**config.mk**
```make
export PLATFORM = sky130hd
export DESIGN_NAME = timed_task_scheduler_top
export DESIGN_NICKNAME = d
export VERILOG_FILES = /design/src/design/tts_pkg.sv /design/src/design/tts_slot_mem.sv /design/src/design/tts_seq.sv /design/src/design/timed_task_scheduler_top.sv
export VERILOG_INCLUDE_DIRS = /design/src /design/src/design
export SDC_FILE = /design/constraint.sdc
export NUM_CORES = 1
export LEC_CHECK = 0
export ABC_AREA = 1
export ABC_CLOCK_PERIOD_IN_PS = 8750
export BUFFER_PORTS_ARGS = -buffer_cell sky130_fd_sc_hd__buf_2
export CAP_MARGIN = 20
export CELL_PAD_IN_SITES_DETAIL_PLACEMENT = 2
export CELL_PAD_IN_SITES_GLOBAL_PLACEMENT = 2
export CORE_MARGIN = 10
export CORE_UTILIZATION = 35
export CTS_CLUSTER_DIAMETER = 60
export CTS_CLUSTER_SIZE = 30
export DETAILED_ROUTE_END_ITERATION = 16
export PLACE_DENSITY_LB_ADDON = 0.25
export SYNTH_ARGS = -nofsm -noshare
export SYNTH_HDL_FRONTEND = slang
export SYNTH_SLANG_ARGS = --single-unit
```
**constraint.sdc**
```tcl
create_clock -name i_clk -period 8.75 [get_ports i_clk]
set_input_delay 2.625 -clock i_clk [delete_from_list [all_inputs] [get_ports i_clk]]
set_output_delay 2.625 -clock i_clk [all_outputs]
set_load 0.02 [all_outputs]
```
**src/design/timed_task_scheduler_top_assert.svh**
```systemverilog
// Assertion macros for the timed task scheduler.
`ifndef TIMED_TASK_SCHEDULER_TOP_ASSERT_SVH
`define TIMED_TASK_SCHEDULER_TOP_ASSERT_SVH
`ifndef SYNTH
`define TTS_ASSERT_IMP(label, clk, rst_n, a, c) \
    label: assert property (@(posedge clk) disable iff (!rst_n) (a) |-> (c)) \
        else $error("assertion failed");
`define TTS_ASSERT_NXT(label, clk, rst_n, a, c) \
    label: assert property (@(posedge clk) disable iff (!rst_n) (a) |=> (c)) \
        else $error("assertion failed");
`else
`define TTS_ASSERT_IMP(label, clk, rst_n, a, c)
`define TTS_ASSERT_NXT(label, clk, rst_n, a, c)
`endif
`endif

```
**src/design/tts_pkg.sv**
```systemverilog
`default_nettype none
package tts_pkg;
    localparam int SLOTS = 8;
    localparam int SW = $clog2(SLOTS);
    localparam int CW = $clog2(SLOTS + 1);

    localparam logic [2:0] MODE_TICK = 3'd0;
    localparam logic [2:0] MODE_STEP = 3'd1;
    localparam logic [2:0] MODE_ADD = 3'd2;
    localparam logic [2:0] MODE_ADD_ONCE = 3'd3;
    localparam logic [2:0] MODE_KILL_ID = 3'd4;
    localparam logic [2:0] MODE_KILL_CUR = 3'd5;
    localparam logic [2:0] MODE_REPLACE = 3'd6;
    localparam logic [2:0] MODE_FIND = 3'd7;

    localparam logic [2:0] ST_READY = 3'd0;
    localparam logic [2:0] ST_TIMING = 3'd2;
    localparam logic [2:0] ST_TIMING_READY = 3'd3;
    localparam logic [2:0] ST_TIMING_ONCE = 3'd4;
    localparam logic [2:0] ST_RUN_ONCE = 3'd5;
    localparam logic [2:0] ST_KILLED = 3'd6;

    // One slot record as stored in the slot memory.
    typedef struct packed {
        logic [7:0] id;
        logic [2:0] status;
        logic [15:0] reload;
        logic [15:0] countdown;
    } t_slot;

    // Memory access between the sequencer and the slot memory.
    typedef struct packed {
        logic re;
        logic [SW-1:0] raddr;
        logic we;
        logic [SW-1:0] waddr;
        t_slot wdata;
    } t_mem_req;
endpackage
`default_nettype wire

```
**src/design/tts_slot_mem.sv**
```systemverilog
`default_nettype none
// Slot memory: one write port and one read port, read data registered.
module tts_slot_mem (
    input wire logic i_clk,
    input wire tts_pkg::t_mem_req i_req,
    output tts_pkg::t_slot o_rdata
);
    tts_pkg::t_slot r_mem [tts_pkg::SLOTS];

    always_ff @(posedge i_clk) begin
        if (i_req.we) begin
            r_mem[i_req.waddr] <= i_req.wdata;
        end
        if (i_req.re) begin
            o_rdata <= r_mem[i_req.raddr];
        end
    end
endmodule
`default_nettype wire

```
**src/design/tts_seq.sv**
```systemverilog
`default_nettype none
// Sequencer: walks the slot memory entry by entry for each request and takes no new request while busy.
module tts_seq (
    input wire logic i_clk,
    input wire logic i_rst_n,
    input wire logic i_start,
    input wire logic [2:0] i_mode,
    input wire logic [7:0] i_task_id,
    input wire logic [2:0] i_task_status,
    input wire logic [15:0] i_reload_value,
    input wire logic [15:0] i_start_count,
    input wire logic i_kill_request,
    input wire tts_pkg::t_slot i_rdata,
    output tts_pkg::t_mem_req o_req,
    output logic o_busy,
    output logic o_done,
    output logic o_dispatch_valid,
    output logic [7:0] o_dispatch_id,
    output logic o_table_full,
    output logic o_found,
    output logic [2:0] o_found_status,
    output logic [tts_pkg::CW-1:0] o_used_cnt
);
    localparam logic [2:0] S_IDLE = 3'd0;
    localparam logic [2:0] S_TIMER = 3'd1;
    localparam logic [2:0] S_SCAN = 3'd2;
    localparam logic [2:0] S_PROC = 3'd3;
    localparam logic [2:0] S_SHIFT = 3'd4;
    localparam logic [2:0] S_SEARCH = 3'd5;
    localparam logic [2:0] S_DONE = 3'd6;
    localparam logic [tts_pkg::SW-1:0] LAST = tts_pkg::SW'(tts_pkg::SLOTS - 1);

    logic [2:0] r_state, n_state;
    logic [tts_pkg::SLOTS-1:0] r_used, n_used;
    logic [tts_pkg::SW-1:0] r_cur, n_cur;
    logic [15:0] r_pend, n_pend;
    logic [tts_pkg::SW-1:0] r_idx, n_idx;
    logic r_rv, n_rv;
    logic [2:0] r_mode;
    logic [7:0] r_id;
    logic [2:0] r_st;
    logic [15:0] r_rel, r_cnt;
    logic r_kill;
    logic r_dv, n_dv, r_full, n_full, r_fnd, n_fnd;
    logic [7:0] r_did, n_did;
    logic [2:0] r_fst, n_fst;
    tts_pkg::t_slot w_in, w_mod;
    logic [15:0] w_dec;
    logic n_to_add;

    assign w_in = '{id: r_id, status: r_st, reload: r_rel, countdown: r_cnt};
    assign o_busy = (r_state != S_IDLE);
    assign o_done = (r_state == S_DONE);
    assign o_dispatch_valid = o_done & r_dv;
    assign o_dispatch_id = o_done ? r_did : 8'd0;
    assign o_table_full = o_done & r_full;
    assign o_found = o_done & r_fnd;
    assign o_found_status = o_done ? r_fst : 3'd0;
    assign o_used_cnt = tts_pkg::CW'($countones(r_used));

    // Capture the request; add once turns into add after a missed id search if not full.
    always_ff @(posedge i_clk) begin
        if (i_start && !o_busy) begin
            r_mode <= i_mode;
            r_id <= i_task_id;
            r_st <= i_task_status;
            r_rel <= i_reload_value;
            r_cnt <= i_start_count;
            r_kill <= i_kill_request;
        end else if (n_to_add) begin
            r_mode <= tts_pkg::MODE_ADD;
        end
    end

    // Next state: at most one memory read and one write a cycle.
    always_comb begin
        n_state = r_state;
        n_used = r_used;
        n_cur = r_cur;
        n_pend = r_pend;
        n_idx = r_idx;
        n_rv = 1'b0;
        n_dv = r_dv;
        n_did = r_did;
        n_full = r_full;
        n_fnd = r_fnd;
        n_fst = r_fst;
        o_req = '0;
        w_mod = i_rdata;
        w_dec = i_rdata.countdown;
        unique case (r_state)
            S_IDLE: begin
                if (i_start) begin
                    n_dv = 1'b0;
                    n_did = '0;
                    n_full = 1'b0;
                    n_fnd = 1'b0;
                    n_fst = '0;
                    n_idx = '0;
                    unique case (i_mode)
                        tts_pkg::MODE_TICK: begin
                            if (r_pend != 16'hFFFF) begin
                                n_pend = r_pend + 16'd1;
                            end
                            n_state = S_DONE;
                        end
                        tts_pkg::MODE_STEP: begin
                            if (r_pend == 16'd0) begin
                                n_state = S_DONE;
                            end else if (r_cur == '0) begin
                                n_state = S_TIMER;
                            end else begin
                                n_idx = r_cur;
                                n_state = S_SCAN;
                            end
                        end
                        tts_pkg::MODE_KILL_CUR: begin
                            n_idx = r_cur;
                            n_state = S_SEARCH;
                        end
                        tts_pkg::MODE_REPLACE: begin
                            o_req.we = 1'b1;
                            o_req.waddr = r_cur;
                            o_req.wdata = '{id: i_task_id, status: i_task_status,
                                reload: i_reload_value, countdown: i_start_count};
                            n_used[r_cur] = 1'b1;
                            n_state = S_DONE;
                        end
                        default: n_state = S_SEARCH;
                    endcase
                end
            end
            S_TIMER: begin
                // Read slot idx, then write it back once the read data has landed.
                if (!r_rv) begin
                    o_req.re = 1'b1;
                    o_req.raddr = r_idx;
                    n_rv = 1'b1;
                end else begin
                    if (r_used[r_idx] && (i_rdata.status == tts_pkg::ST_TIMING
                            || i_rdata.status == tts_pkg::ST_TIMING_ONCE)) begin
                        if (i_rdata.countdown != 16'd0) begin
                            w_dec = i_rdata.countdown - 16'd1;
                        end
                        w_mod.countdown = w_dec;
                        if (w_dec == 16'd0) begin
                            w_mod.status = (i_rdata.status == tts_pkg::ST_TIMING)
                                ? tts_pkg::ST_TIMING_READY : tts_pkg::ST_RUN_ONCE;
                        end
                        o_req.we = 1'b1;
                        o_req.waddr = r_idx;
                        o_req.wdata = w_mod;
                    end
                    if (r_idx == LAST) begin
                        n_idx = '0;
                        n_state = S_SCAN;
                    end else begin
                        n_idx = r_idx + 1'b1;
                    end
                end
            end
            S_SCAN: begin
                if (r_used[r_idx]) begin
                    n_cur = r_idx;
                    o_req.re = 1'b1;
                    o_req.raddr = r_idx;
                    n_state = S_PROC;
                end else if (r_idx == LAST) begin
                    n_cur = '0;
                    n_pend = r_pend - 16'd1;
                    n_state = S_DONE;
                end else begin
                    n_idx = r_idx + 1'b1;
                end
            end
            S_PROC: begin
                if (i_rdata.status == tts_pkg::ST_READY
                        || i_rdata.status == tts_pkg::ST_RUN_ONCE
                        || i_rdata.status == tts_pkg::ST_TIMING_READY) begin
                    n_dv = 1'b1;
                    n_did = i_rdata.id;
                    if (r_kill) begin
                        w_mod.status = tts_pkg::ST_KILLED;
                    end
                end
                if (w_mod.status == tts_pkg::ST_RUN_ONCE
                        || w_mod.status == tts_pkg::ST_KILLED) begin
                    n_idx = r_cur;
                    n_state = S_SHIFT;
                end else begin
                    if (w_mod.status == tts_pkg::ST_TIMING_READY) begin
                        w_mod.status = tts_pkg::ST_TIMING;
                        w_mod.countdown = i_rdata.reload;
                        o_req.we = 1'b1;
                        o_req.waddr = r_cur;
                        o_req.wdata = w_mod;
                    end
                    if (r_cur == LAST) begin
                        n_cur = '0;
                        n_pend = r_pend - 16'd1;
                    end else begin
                        n_cur = r_cur + 1'b1;
                    end
                    n_state = S_DONE;
                end
            end
            S_SHIFT: begin
                // Move later used slots up: read idx+1, then write it to idx.
                if (!r_rv) begin
                    if (r_idx != LAST && r_used[r_idx + 1'b1]) begin
                        o_req.re = 1'b1;
                        o_req.raddr = r_idx + 1'b1;
                        n_rv = 1'b1;
                    end else begin
                        n_used[r_idx] = 1'b0;
                        n_state = S_DONE;
                    end
                end else begin
                    o_req.we = 1'b1;
                    o_req.waddr = r_idx;
                    o_req.wdata = i_rdata;
                    n_idx = r_idx + 1'b1;
                end
            end
            S_SEARCH: begin
                if (!r_rv) begin
                    o_req.re = 1'b1;
                    o_req.raddr = r_idx;
                    n_rv = 1'b1;
                end else begin
                    unique case (r_mode)
                        tts_pkg::MODE_KILL_CUR: begin
                            w_mod.status = tts_pkg::ST_KILLED;
                            o_req.we = 1'b1;
                            o_req.waddr = r_idx;
                            o_req.wdata = w_mod;
                            n_state = S_DONE;
                        end
                        tts_pkg::MODE_ADD: begin
                            if (!r_used[r_idx]) begin
                                o_req.we = 1'b1;
                                o_req.waddr = r_idx;
                                o_req.wdata = w_in;
                                n_used[r_idx] = 1'b1;
                                n_state = S_DONE;
                            end
                        end
                        tts_pkg::MODE_ADD_ONCE: begin
                            if (r_used[r_idx] && i_rdata.id == r_id) begin
                                o_req.we = 1'b1;
                                o_req.waddr = r_idx;
                                o_req.wdata = w_in;
                                n_state = S_DONE;
                            end
                        end
                        default: begin
                            if (r_used[r_idx] && i_rdata.id == r_id) begin
                                n_fnd = 1'b1;
                                if (r_mode == tts_pkg::MODE_FIND) begin
                                    n_fst = i_rdata.status;
                                end else begin
                                    w_mod.status = tts_pkg::ST_KILLED;
                                    o_req.we = 1'b1;
                                    o_req.waddr = r_idx;
                                    o_req.wdata = w_mod;
                                end
                                n_state = S_DONE;
                            end
                        end
                    endcase
                    if (n_state != S_DONE) begin
                        if (r_idx == LAST) begin
                            n_idx = '0;
                            if (r_mode == tts_pkg::MODE_ADD_ONCE) begin
                                // No match by id: fall back to the first free slot.
                                if (o_used_cnt == tts_pkg::CW'(tts_pkg::SLOTS)) begin
                                    n_full = 1'b1;
                                    n_state = S_DONE;
                                end else begin
                                    n_state = S_SEARCH;
                                end
                            end else begin
                                n_full = (r_mode == tts_pkg::MODE_ADD);
                                n_state = S_DONE;
                            end
                        end else begin
                            n_idx = r_idx + 1'b1;
                        end
                    end
                end
            end
            S_DONE: n_state = S_IDLE;
            default: n_state = S_IDLE;
        endcase
    end

    // Add once turns into add after a missed id search if the table is not full.
    assign n_to_add = (r_state == S_SEARCH) && r_rv && (r_idx == LAST)
        && (r_mode == tts_pkg::MODE_ADD_ONCE) && (n_state == S_SEARCH);

    always_ff @(posedge i_clk) begin
        if (!i_rst_n) begin
            r_state <= S_IDLE;
            r_used <= '0;
            r_cur <= '0;
            r_pend <= '0;
            r_idx <= '0;
            r_rv <= 1'b0;
            r_dv <= 1'b0;
            r_did <= '0;
            r_full <= 1'b0;
            r_fnd <= 1'b0;
            r_fst <= '0;
        end else begin
            r_state <= n_state;
            r_used <= n_used;
            r_cur <= n_cur;
            r_pend <= n_pend;
            r_idx <= n_idx;
            r_rv <= n_rv;
            r_dv <= n_dv;
            r_did <= n_did;
            r_full <= n_full;
            r_fnd <= n_fnd;
            r_fst <= n_fst;
        end
    end
endmodule
`default_nettype wire

```
**src/design/timed_task_scheduler_top.sv**
```systemverilog
`default_nettype none
// Timed task scheduler. One request at a time; busy stays high through the result
// strobe. Tick and replace go straight to the result; a step from slot zero
// first runs a timer pass, then scans and may compact; add once searches by id,
// then on a miss for a free slot. A new request is taken in the cycle after the result.
// Synchronous active-low reset empties the table and clears the pending tick count.
module timed_task_scheduler_top (
    input wire logic i_clk,
    input wire logic i_rst_n,
    input wire logic start,
    output logic busy,
    input wire logic [2:0] i_mode,
    input wire logic [7:0] i_task_id,
    input wire logic [2:0] i_task_status,
    input wire logic [15:0] i_reload_value,
    input wire logic [15:0] i_start_count,
    input wire logic i_kill_request,
    output logic o_valid,
    output logic o_dispatch_valid,
    output logic [7:0] o_dispatch_id,
    output logic o_table_full,
    output logic o_found,
    output logic [2:0] o_found_status
);
    tts_pkg::t_mem_req w_req;
    tts_pkg::t_slot w_rdata;
    logic [tts_pkg::CW-1:0] w_used_cnt;

    tts_slot_mem u_mem (
        .i_clk(i_clk),
        .i_req(w_req),
        .o_rdata(w_rdata)
    );

    tts_seq u_seq (
        .i_clk(i_clk),
        .i_rst_n(i_rst_n),
        .i_start(start),
        .i_mode(i_mode),
        .i_task_id(i_task_id),
        .i_task_status(i_task_status),
        .i_reload_value(i_reload_value),
        .i_start_count(i_start_count),
        .i_kill_request(i_kill_request),
        .i_rdata(w_rdata),
        .o_req(w_req),
        .o_busy(busy),
        .o_done(o_valid),
        .o_dispatch_valid(o_dispatch_valid),
        .o_dispatch_id(o_dispatch_id),
        .o_table_full(o_table_full),
        .o_found(o_found),
        .o_found_status(o_found_status),
        .o_used_cnt(w_used_cnt)
    );

`include "timed_task_scheduler_top_assert.svh"
    `TTS_ASSERT_NXT(a_done_idle, i_clk, i_rst_n, o_valid, !busy)
    `TTS_ASSERT_IMP(a_flags_only_done, i_clk, i_rst_n, !o_valid, !o_dispatch_valid && !o_found)
    `TTS_ASSERT_IMP(a_used_bound, i_clk, i_rst_n, 1'b1, w_used_cnt <= tts_pkg::CW'(tts_pkg::SLOTS))
    `TTS_ASSERT_IMP(a_no_double_port, i_clk, i_rst_n, w_req.we && o_valid, !w_req.re)
endmodule
`default_nettype wire

```
---- After elaboration in Yosys (flattened, before gate mapping) ----
Memories as Yosys holds them, arrays and structs flattened. A register that Yosys moved wholly into a read port is not among the register bits.
Index checks and enable logic that the tools add are counted.
storage, ports and cells
  word-level logic and storage cells ...... 260
  bits in writable memories ............... 344
  output and inout port bits .............. 16
  memories kept ........................... 1
  bits in registers ....................... 95
cells by class
  $add $sub $neg .......................... 12
  multiplexer cells ....................... 124
  bitwise gates (word level) .............. 7
  order comparisons ....................... 5
  equal/unequal tests ..................... 53
  reductions and logical operators ........ 41
memory list
  name         depth  bits a word  rd ports  clocked after memory_dff  write ports  RTL line           text
  u_mem.r_mem  8      43           1         1                         1            tts_slot_mem.sv:8  tts_pkg::t_slot r_mem [tts_pkg::SLOTS];
operator list
  kind                     number
  $mux W47                 12
  $pmux W47 S5             1
  $mux W16                 11
  $pmux W47 S3             1
  $mux W3                  43
  $mux W8                  10
  $pmux W16 S3             1
  $eq A3 B3 Y1 const B     14
  $pmux W3 S6              2
  $logic_not A16 Y1        2
  $sub A16 B1 Y16 const B  2
  $pmux W3 S2              5
  $ne A2 B1 Y1 const B     13
  $pmux W8 S3              1
  $eq A3 B2 Y1 const B     7
  $ne A2 B2 Y1 const B     10
  $mux W1                  19
  $add A16 B1 Y16 const B  1
  $mux W4                  4
  $ne A16 B16 Y1 const B   1
  $or A8 B8 Y8             2
  $pmux W8 S2              1
  $reduce_and A8 Y1        2
  $reduce_bool A16 Y1      1
  31 further kinds         76

---- Logic depth before layout (Yosys ltp) ----
Gate-level depths: netlist (run 1).
  word-level depth ........................ 15
  mapped depth ............................ 19
  depth with buffers taken out ............ 18

---- Hierarchy ----
A second synthesis (run 1) with hierarchy kept.
unflattened totals
  cell total of the unflattened synthesis .. 2678
  area total of the unflattened synthesis .. 23824.1 µm²
by module, submodules not included
  module        times used  area each (µm²)  sequential area each (µm²)  cells an instance
  tts_slot_mem  1           16265.6          11621.1                     1547
  tts_seq       1           7558.5           2372.3                      1131

---- Worst setup path after synthesis (run 1) ----
OpenSTA, ideal clock, no wires.
  path kind ............................... input-to-reg
  from .................................... in start
  to ...................................... mem u_mem.r_mem[6][0] (netlist name), enable pin
  cell stages on the path ................. 10
  path slack .............................. 1644 ps
  library setup time ...................... 444 ps
  buffers on the path ..................... 0
  arrival ................................. 6662 ps
  path through ............................ inv_1 nor2_2 inv_2 nor2_2 nor2_1 nor2_1 inv_1 nand2_1 nand2_1 nor2_1
between the ends
  word-level cells in the longest chain between the ends .. 4
RTL lines
  what                           RTL line                        text
  start: declaration             timed_task_scheduler_top.sv:10  input wire logic start,
  $mux W47 (*)                   tts_seq.sv:93                   if (i_start) begin
  $pmux W47 S5 (*)               tts_seq.sv:91                   unique case (r_state)
  $mux W1                        tts_slot_mem.sv:11              if (i_req.we) begin
  $mux W1 (implied by the code)  tts_slot_mem.sv:12              r_mem[i_req.waddr] <= i_req.wdata;
  end: declaration               tts_slot_mem.sv:8
Mark *: on every way between the ends. The rest lies on a longest branch, timed or not.

---- Final worst setup path (run 1) ----
  from .................................... in i_mode[1]
  to ...................................... mem u_mem.r_mem[5][1] (netlist name), enable pin
between the ends
  word-level cells in the longest chain between the ends .. 6
RTL lines
  what                           RTL line                        text
  start: declaration             timed_task_scheduler_top.sv:12  input wire logic [2:0] i_mode,
  $eq A3 B3 Y1 (*)               tts_seq.sv:100                  unique case (i_mode)
  $mux W47 (*)                   tts_seq.sv:100
  $mux W47 (*)                   tts_seq.sv:93
  $pmux W47 S5 (*)               tts_seq.sv:91
  $mux W1                        tts_slot_mem.sv:11
  $mux W1 (implied by the code)  tts_slot_mem.sv:12
Marks and branches as above.

==> results of run 1 <==
==> stage by stage <==
step                        util  total power, mW
after floorplan                -            4.967
after global placement    0.3714            5.779
after detailed placement  0.3722            5.943
after CTS                 0.3977            8.206
after global routing      0.3987            8.635
final                     0.3987            8.131
==> sequential cells by signal, summed over array words and instances, names as in the netlist, 3 cells and up <==
name / flops
u_mem.r_mem: 344
u_mem.o_rdata: 43
u_seq.r_cnt: 16
u_seq.r_pend: 16
u_seq.r_rel: 16
u_seq.r_did: 8
u_seq.r_id: 8
u_seq.r_used: 8
u_seq.r_cur: 3
u_seq.r_fst: 3
u_seq.r_idx: 3
u_seq.r_mode: 3
u_seq.r_st: 3
u_seq.r_state: 3
==> cells in the mapped netlist, types with 3 or more instances <==
cell	instances	area share
o21ai_1	3	0.00064
a221oi_1	9	0.0034
nand2_4	4	0.0019
nor4_1	13	0.0035
buf_6	14	0.0067
o21bai_1	4	0.0013
nor2_1	157	0.025
a21o_1	3	0.00096
o211ai_1	10	0.0032
nand3_1	224	0.048
inv_2	7	0.0011
edfxtp_1	434	0.55
buf_1	6	0.00096
a211oi_1	5	0.0016
dfxtp_1	48	0.041
nor2_2	4	0.0011
a21oi_1	50	0.011
buf_4	6	0.0019
nand2_2	7	0.0019
o31ai_1	3	0.00096
xor2_1	19	0.0071
buf_2	57	0.012
clkbuf_1	37	0.0059
o221ai_1	12	0.0045
inv_1	235	0.038
nand3b_1	87	0.028
nand4_1	9	0.0024
nand2_1	767	0.12
o22ai_1	9	0.0024
nor3_1	20	0.0043
o21ai_0	78	0.017
ha_1	26	0.014
xnor2_1	3	0.0011
fa_1	5	0.0043
a22oi_1	65	0.021
==> path summary, 6_finish.rpt <==
kind              slack [ps]           endpoint  depth (start not counted)
hold / removal           470       u_seq.r_full                          2
hold reg to reg          470       u_seq.r_full                          2
setup / recovery        3320  u_mem.r_mem[5][1]                         10
setup reg to reg        3990   u_mem.o_rdata[0]                         19
==> worst reg2reg max path, cell delays in order (launching register included) <==
cell and delay, ps:
dfxtp_1 330, buf_4 310, inv_2 220, nand2_1 110
nand2_1 60, nand2_1 60, nand2_1 90, nand2_2 140
nand2_4 140, nand2_4 100, nand2_2 90, inv_2 160
nand2_8 480, nand2_8 870, buf_4 790, nand2_1 220
nand3_1 120, nand2_1 80, nand2_1 80, nand2_1 70
==> cell families (layout without fill, tap and decap cells) <==
| group | Yosys count | after routing |
|---|---|---|
| AND/OR/NAND/NOR | 1299 | 1299 |
| flip-flops | 482 | 482 |
| buffers and inverters | 364 | 432 |
| AO/OA/AOI/OAI | 262 | 262 |
| adder cells (fa/ha/maj) | 31 | 31 |
| XOR/XNOR | 22 | 22 |
| other | 0 | 1 |
==> cell type report <==
type | count | area [µm²]
antenna | 1 | 2.502
tap | 864 | 1081
timing repair buffer | 104 | 651.9
sequential | 482 | 13990
clock inverter | 35 | 509.2
clock buffer | 49 | 1184
fill | 7100 | 39810
inverter | 244 | 917.1
multi-input combinational | 1614 | 8064
==> layer usage <==
metal | vias to the layer above | wire length [µm] | global-route usage
li1 | 8423 | - | -
met1 | 9534 | 35500 | 0.2612
met2 | 399 | 41730 | 0.3694
met3 | 110 | 3626 | 0.03186
met4 | 0 | 2283 | 0.06661
met5 | - | 0 | 0
==> power by group <==
part / switching [mW] / internal, mW
Combinational: 1.99 / 0.732
Clock: 1.09 / 1.13
Sequential: 0.288 / 2.90
==> qor.yml, run 1 <==
worst_hold_path:
  timing.hold.worst.class: "reg2reg"
  worst_hold_startpoint: "u_seq.r_full"
setup_path:
  critPathMostFrequentCell: "inv_1"
  slowest_delay_ps: 880
  critical_path_cell_by_cell: "buf_2, inv_1, nor3_1, inv_1, nor2_4, o21ai_0, nand2_1, inv_1, nor2_4, buf_4"
  slowest_stage: "nor2_4"
  critPathMaxFanout: 25
  worst-endpoint-required_ps: 9000
  crit_path_start: "i_mode[1]"
  crit-reg2reg-launch: "u_seq.r_idx[0]"
  cp-end-kind: "register"
  timing.critical_path.arrival_ps: 5670
  critical_path_buf_inv_count: 5
  cp_top_family: "simple AND/OR/NAND/NOR gates"
  timing.critical_path.from_type: "input pin"
  worst-setup-path-type: "in2reg"
placement:
  placed_area_um2: 24640
  dp.final_hpwl_um: 51610
  preCtsSetupSlack_ps: 2664
  placed_cells_incl_taps: 3300
  port_buffers: 65
  gp_congestion: 0.8160
sta:
  timing_hold_violations_final: 0
  clock-skew-final_ps: 38.95
  drv_slew: 0
  timing.final.crit_share: 0.6202
  rsz0062_at_grt: "no"
  post-route-min-period_ps: 5427
  timing_worst_slew_pin_value_ps: 1073
  setup_tns_ps: 0
  relSlewSlack: 0.2830
  hold_slack_ps: 471.7
  setup_violations: 0
  setup_slack_ps: 3323
  fmaxAchievable_mhz: 184.3
layout:
  area_growth_pct: 12.35
  layout-drive-gt1-share: 0.08900
  most_common_cell_after_layout_fill_and_taps_aside: "nand2_1"
  design_area_um2: 26400
  final_nets: 2572
  layout.cells.most_common_list: "764 x nand2_1, 434 x edfxtp_1, 235 x inv_1, 224 x nand3_1, 149 x nor2_1"
  layout.cells.non_filler: 3393
cts:
  cts_hold_buffers: 0
  clock_tree.root_cell: "clkbuf_16"
  cts-buffers-inserted: 45
  clock_path_buffers: 3
  clk_transition_reported_paths_ps: 70
  clock_insertion_delay_at_the_later_pin_of_the_skew_report_ps: 620
  cts_sinks: 482
  h_tree_depth: 2
  cts_resized: 0
  post_cts_setup_driven_buffer_insertion_count: 0
  tritoncts: "yes"
floorplanning:
  i_o_pins: 66
  die_w_um: 279.1
  die-height_um: 279.1
  floorplan.initialDensity: 0.3549
  core_footprint_um2: 66220
  dieArea_um2: 77910
  placementRows: 94
yosys:
  synth_simple_gate_area_share: 0.2407
  synthFlopType: "edfxtp_1"
  synth-edff-count: 434
  number_of_instances_in_the_synthesized_netlist: 2460
  asyncSetResetFlopFracSynth: 0
  main_combinational_cell_family_by_area_after_synthesis: "simple AND/OR/NAND/NOR gates"
  postSynthNetCount: 2541
  synthDistinctLibCells: 51
  yosysSeqAreaShare: 0.5954
  synthesis.area_um2: 23500
  synth_mux_area_frac: 0
  synth_warnings: 0
  synth_fa_ha_area_frac: 0.01810
  area_fraction_in_compound_gates_after_synthesis: 0.07097
  synth-seq-cells: 482
  syn-mean-instance-area_um2: 9.553
  synth_xor_xnor_area_share: 0.008199
global_routing:
  grt_start_max_net_pins: 117
  first_pass_grt_wire_length_um: 126300
  grt_pass1_vias: 20439
  number_of_antenna_violations_at_the_first_check_in_global_routing: 2
  track_usage: 0.2102
  global_route_congestion_overflow_total: 0
detailed_routing:
  drtIter0Drc: 1126
  routed-via-count: 18466
  post-route-drc-count: 0
  avgViaCountPerCell: 5.442
  antenna_left: 0
  first_pass_detailed_route_iteration_total: 5
  route.final.wire_length_um: 83140
  wl_per_cell_um: 24.50
pwr:
  pwr_density_cell_nw_per_um2: 308.0
  vdd_drop_max_v: 0.0001873
  power.static_leakage_nw: 10.71
job:
  max_cap_violations: 0
status:
  outcome: "finished clean"
(Power assumes the default switching activity.)
==> run 2: changes to the inputs <==
ABC_CLOCK_PERIOD_IN_PS = 5700   (was 8750)
clock period = 5.7 ns   (was 8.75 ns; I/O delays follow)
==> run 2 against run 1 <==
Flip-flop and latch count is the same; critical path depth down 5; utilization rose by 0.13 points; die area is the same; final area up 0.32%; sequential power rose by 54%; first-iteration DRC count up 16%; final cell count hardly changed; register-to-register slack got worse by 2500 ps; via count up 0.30%; sequential share of layout area down 0.17 points; worst hold slack gained 5.6 ps; critical path type is now reg2out; largest cell class unchanged; largest power group unchanged; highest routed layer unchanged.
==> qor.yml, run 2 (same netlist as run 1, synthesis figures left out) <==
sta:
  hold_slack_ps: 477.3  # +5.628 ps
  setup_violations: 0  # unchanged
  timing_hold_violations_final: 0  # unchanged
  clock-skew-final_ps: 52.44  # +13.49 ps
  setup_tns_ps: 0  # unchanged
  fmaxAchievable_mhz: 232.2
  relSlewSlack: 0.2160  # -0.06705
  drv_slew: 0  # unchanged
  setup_slack_ps: 1393  # -1930 ps
  rsz0062_at_grt: "no"
  timing_worst_slew_pin_value_ps: 1164  # +90.83 ps
  timing.final.crit_share: 0.7556
  post-route-min-period_ps: 4307
detailed_routing:
  antenna_left: 0  # unchanged
  drtIter0Drc: 1308  # +16%
  avgViaCountPerCell: 5.460  # +0.33%
  first_pass_detailed_route_iteration_total: 5  # unchanged
  route.final.wire_length_um: 82570  # -0.69%
  wl_per_cell_um: 24.34  # -0.66%
  routed-via-count: 18521  # +0.30%
  post-route-drc-count: 0  # unchanged
layout:
  top_regs: "u_mem.r_mem: 344 flops, u_mem.o_rdata: 43 flops"
  layout-drive-gt1-share: 0.08940  # +0.0003956
  layout.cells.most_common_list: "764 x nand2_1, 434 x edfxtp_1, 235 x inv_1, 224 x nand3_1, 149 x nor2_1"
  max_reg_flops: 344  # unchanged
  design_area_um2: 26490  # +0.32%
  fin_util: 0.4000  # +0.001266
  layout.cells.non_filler: 3392  # -0.029%
  final_nets: 2572  # unchanged
  filler_cell_count: 7177  # +1.1%
  diodes: 0  # -1
  most_common_cell_after_layout_fill_and_taps_aside: "nand2_1"
  area_growth_pct: 12.70
  regMostFlops: "u_mem.r_mem"
floorplanning:
  i_o_pins: 66  # unchanged
  dieArea_um2: 77910  # unchanged
  die_w_um: 279.1  # unchanged
  core_footprint_um2: 66220  # unchanged
  floorplan.initialDensity: 0.3549  # unchanged
  die-height_um: 279.1  # unchanged
  placementRows: 94  # unchanged
cts:
  post_cts_setup_driven_buffer_insertion_count: 0  # unchanged
  cts_hold_buffers: 0  # unchanged
  cts-buffers-inserted: 47  # +4.4%
  clock_tree.root_cell: "clkbuf_16"
  cts_sinks: 482  # unchanged
  h_tree_depth: 2  # unchanged
  cts_resized: 0  # unchanged
  clock_path_buffers: 3  # unchanged
  clock_insertion_delay_at_the_later_pin_of_the_skew_report_ps: 630  # about the same
  clk_transition_reported_paths_ps: 60  # about the same
  tritoncts: "yes"
placement:
  preCtsSetupSlack_ps: 918.2  # -1746 ps
  port_buffers: 65  # unchanged
  placed_cells_incl_taps: 3302  # +0.061%
  dp.final_hpwl_um: 52050  # +0.86%
  placed_area_um2: 24780  # +0.57%
  gp_congestion: 0.8090  # -0.86%
global_routing:
  grt_start_max_net_pins: 149  # +27%
  grt_pass1_vias: 20108  # -1.6%
  number_of_antenna_violations_at_the_first_check_in_global_routing: 2  # unchanged
  track_usage: 0.2093  # -0.0008907
  global_route_congestion_overflow_total: 0  # unchanged
  first_pass_grt_wire_length_um: 125700  # -0.54%
setup_path:
  worst-endpoint-required_ps: 3990  # -5010 ps
  r2r.worst_path.cells: 15  # -4
  timing.critical_path.arrival_ps: 2600  # -3070 ps
  timing.critical_path.from_type: "register"
  cp-end-kind: "output port"
  critPathMaxFanout: 14  # -44%
  worst-setup-path-type: "reg2out"
pwr:
  p_int_mw: 7.342  # +54%
  share_comb_of_total_power: 0.335  # about the same
  power.static_leakage_nw: 10.72  # +0.14%
  power.share.sequential: 0.391  # about the same
  pwr_density_cell_nw_per_um2: 473.9  # +54%
  fin_total_pwr_mw: 12.55  # +54%
  netSwitchingFraction: 0.4151  # +0.0005912
  part_of_the_power_in_the_clock_network: 0.274  # about the same
  switchingPower_mw: 5.210  # +55%
  vdd_drop_max_v: 0.0003671  # +96%
worst_hold_path:
  timing.hold.worst.class: "reg2reg"
  hold_depth: 2  # unchanged
job:
  max_cap_violations: 0  # unchanged
status:
  outcome: "finished clean"
## run 2: cell count changes in the layout (fill, tap and decap cells not counted), moves of 3 or more
cell / before / now
buf_12: 2 / 12
inv_12: 2 / 5
clkbuf_2: 4 / 1
buf_4: 28 / 21
## run 2: critical path: stages, from the launching register on
cell and delay (ps):
dfxtp_1 490, inv_1 180, nor3_1 480, inv_1 420, nor2_1 210, buf_2 220
## run 2: routing by layer
metal / wire, µm / part of all wire / up-vias / GRT usage
met4: 1999 / 0.024 / 0 / 0.05686
met1: 35630 / 0.43 / 9660 / 0.2623
li1: - / - / 8431 / -
met2: 41900 / 0.51 / 323 / 0.3724
met3: 3033 / 0.037 / 107 / 0.02794
met5: 0 / 0 / - / 0
## run 2: final timing paths
kind,to,startpoint,slack [ps]
worst min-delay path,u_seq.r_full,u_seq.r_full,480
worst max register to register,u_mem.r_mem[1][22],u_seq.r_idx[0],1500
worst min register to register,u_seq.r_full,u_seq.r_full,480
worst max-delay path,o_dispatch_id[4],u_seq.r_state[2],1390
## run 2: area by class of cell
class | instances | area (µm²) | share of cell area
repair buffers | 102 | 752.0 | 0.02839
multi-input cells | 1614 | 8064 | 0.3045
inverters | 244 | 917.1 | 0.03463
well taps | 864 | 1081 | 0.04081
clock inverters | 39 | 503.0 | 0.01899
flip-flops and latches | 482 | 13990 | 0.5283
clock buffers | 47 | 1176 | 0.04440
## run 2: power by group through the flow
| stage | Sequential, mW | Clock [mW] | Combinational, mW |
|---|---|---|---|
| after floorplan | 4.73 | 0 | 2.89 |
| after global placement | 4.95 | 0 | 3.99 |
| after detailed placement | 4.98 | 0 | 4.20 |
| after CTS | 4.90 | 3.52 | 4.25 |
| after global routing | 4.95 | 3.66 | 4.73 |
| final | 4.91 | 3.44 | 4.20 |
==> run 3: changes to the inputs <==
ABC_CLOCK_PERIOD_IN_PS = 4380   (was 5700)
clock period = 4.38 ns   (was 5.7 ns; I/O delays follow)
==> run 3 against run 2 <==
Register-to-register slack got worse by 870 ps; clock skew fell by 4.7 ps; final cell count rose by 0.41%; worst hold slack better by 1.9 ps; global-route usage fell by 0.11 points; sequential power up 29%; wire length decreased by 0.75%; setup slack worse by 760 ps; sequential share of layout area is 0.51 points lower; clock-buffer cell count increased by 3; first-iteration DRC count fell by 13%.
==> qor.yml, run 3 (same netlist as run 1, synthesis figures left out) <==
global_routing:
  grt.met1_usage: 0.2656  # +0.003312
  grt_most_used_layer: "met2"
  globalRouteMet2Util: 0.3652  # -0.007181
  number_of_antenna_violations_at_the_first_check_in_global_routing: 1  # -1
  track_usage: 0.2082  # -0.001090
  grt.met3_usage: 0.02644  # -0.001501
  first_pass_grt_wire_length_um: 125300  # -0.26%
  grt_pass1_vias: 20459  # +1.7%
  grt_start_max_net_pins: 107  # -28%
  global_route_congestion_overflow_total: 0  # unchanged
cts:
  clk_transition_reported_paths_ps: 80  # +20 ps
  clock_insertion_delay_at_the_later_pin_of_the_skew_report_ps: 630  # about the same
  h_tree_depth: 2  # unchanged
  cts-buffers-inserted: 46  # -2.1%
  cts_sinks: 482  # unchanged
  clock_tree.root_cell: "clkbuf_16"
  clock_path_buffers: 3  # unchanged
  cts_hold_buffers: 0  # unchanged
  tritoncts: "yes"
  cts_resized: 0  # unchanged
  post_cts_setup_driven_buffer_insertion_count: 0  # unchanged
layout:
  max_reg_flops: 344  # unchanged
  most_common_cell_after_layout_fill_and_taps_aside: "nand2_1"
  layout.cells.non_filler: 3406  # +0.41%
  multi_input_area_um2: 8064  # unchanged
  area_growth_pct: 13.80
  final_nets: 2585  # +0.51%
  layout-drive-gt1-share: 0.09406  # +0.004659
  layout.cells.most_common_list: "764 x nand2_1, 434 x edfxtp_1, 235 x inv_1, 224 x nand3_1, 149 x nor2_1"
  regMostFlops: "u_mem.r_mem"
  seq_area_um2: 13990  # unchanged
  filler_cell_count: 7081  # -1.3%
  top_regs: "u_mem.r_mem: 344 flops, u_mem.o_rdata: 43 flops"
  design_area_um2: 26740  # +0.97%
setup_path:
  cp-end-kind: "register"
  crit-reg2reg-launch: "u_seq.r_used[5]"
  critical_path_cell_by_cell: "ha_1, inv_1, fa_1, fa_1, inv_1, ha_1, fa_1, nor4b_1, nor2_1, nor2_1, nor2_1, nand2_1, nand2_1, nand2_1, nand2_1"
  worst-setup-path-type: "reg2reg"
  crit_path_start: "u_seq.r_used[5]"
  worst-endpoint-required_ps: 4750  # +760 ps
  timing.critical_path.arrival_ps: 4110  # +1510 ps
  timing.critical_path.from_type: "register"
  slowest_stage: "fa_1"
  critPathMaxFanout: 5  # -9
  critPathMostFrequentCell: "nand2_1"
  slowest_delay_ps: 530  # +40 ps
pwr:
  power.static_leakage_nw: 10.87  # +1.3%
  pwr_density_cell_nw_per_um2: 617.3  # +30%
  p_int_mw: 9.795  # +33%
  switchingPower_mw: 6.714  # +29%
  part_of_the_power_in_the_clock_network: 0.282  # +0.008
  power.share.sequential: 0.384  # -0.007
  share_comb_of_total_power: 0.334  # about the same
  vdd_drop_max_v: 0.0003299  # -10%
  netSwitchingFraction: 0.4067  # -0.008377
  fin_total_pwr_mw: 16.51  # +32%
sta:
  drv_slew: 0  # unchanged
  timing.final.crit_share: 0.8552
  post-route-min-period_ps: 3746
  timing_hold_violations_final: 0  # unchanged
  hold_slack_ps: 479.2  # +1.926 ps
  clock-skew-final_ps: 47.78  # -4.658 ps
  timing_worst_slew_pin_value_ps: 990.5  # -173.3 ps
  setup_violations: 0  # unchanged
  rsz0062_at_grt: "no"
  fmaxAchievable_mhz: 267.0
  relSlewSlack: 0.3327  # +0.1167
floorplanning:
  die_w_um: 279.1  # unchanged
  floorplan.initialDensity: 0.3549  # unchanged
  placementRows: 94  # unchanged
  die-height_um: 279.1  # unchanged
  i_o_pins: 66  # unchanged
  dieArea_um2: 77910  # unchanged
  core_footprint_um2: 66220  # unchanged
placement:
  gp_congestion: 0.8348  # +3.2%
  dp.final_hpwl_um: 50320  # -3.3%
  placed_cells_incl_taps: 3320  # +0.55%
  port_buffers: 65  # unchanged
  placed_area_um2: 24960  # +0.72%
status:
  outcome: "finished clean"
detailed_routing:
  wl_per_cell_um: 24.06  # -1.2%
  drtIter0Drc: 1138  # -13%
  avgViaCountPerCell: 5.474  # +0.26%
  antenna_left: 0  # unchanged
  route.final.wire_length_um: 81950  # -0.75%
  routed-via-count: 18646  # +0.67%
  first_pass_detailed_route_iteration_total: 5  # unchanged
  post-route-drc-count: 0  # unchanged
worst_hold_path:
  timing.hold.worst.class: "reg2reg"
  worst_hold_startpoint: "u_seq.r_fnd"
job:
  max_cap_violations: 0  # unchanged
==> run 3: cell count changes in the layout (fill, tap and decap cells not counted), sizes merged <==
| cell | before | now |
|---|---|---|
| buf | 100 | 116 |
| clkinvlp | 5 | 3 |
| diode | 0 | 1 |
| clkbuf | 49 | 50 |
| bufinv | 2 | 4 |
| clkinv | 15 | 14 |
| inv | 261 | 258 |
==> run 3: through the flow <==
step / util / TNS [ps] / worst slack [ps]
2_1_floorplan: - / -52460 / -191.9
3_3_place_gp: 0.3768 / 0 / 660.3
3_5_place_dp: 0.3770 / 0 / 591.6
4_1_cts: 0.4039 / 0 / 592.5
5_1_grt: 0.4039 / 0 / 380.1
6_report: 0.4039 / 0 / 634.1
==> run 3: layer usage <==
layer / share of wire / vias to the layer above
met5: 0 / -
met4: 0.024 / 0
met3: 0.038 / 123
met2: 0.50 / 351
met1: 0.44 / 9720
li1: - / 8452
==> run 3: area by class of cell <==
type,instances,area share
Sequential cell,482,0.5232
Clock inverter,35,0.02058
Tap cell,864,0.04042
Inverter,244,0.03429
Clock buffer,50,0.04599
Timing Repair Buffer,116,0.03387
Antenna cell,1,0.00009357
Multi-Input combinational cell,1614,0.3015
==> run 3: worst paths after layout <==
check | endpoint | cells past startpoint | slack [ps]
max | u_seq.r_mode[0] | 15 | 630
max reg2reg | u_seq.r_mode[0] | 15 | 630
min | u_seq.r_fnd | 2 | 480
min reg2reg | u_seq.r_fnd | 2 | 480
==> run 3: critical path, delay by kind of cell, from the launching register on <==
family	cells	cell delay, ps
adders and majority gates	5	1960
and+or+nand+nor	8	1080
DFF	1	370
buffers and inverters	2	100
==> run 3: power by group through the flow <==
stage	logic, mW	clock network (mW)	registers, mW
global placement	5.24	0	6.39
global route	6.21	4.95	6.40
CTS	5.57	4.77	6.33
floorplan	3.77	0	6.15
detailed placement	5.52	0	6.43
finish	5.51	4.66	6.34
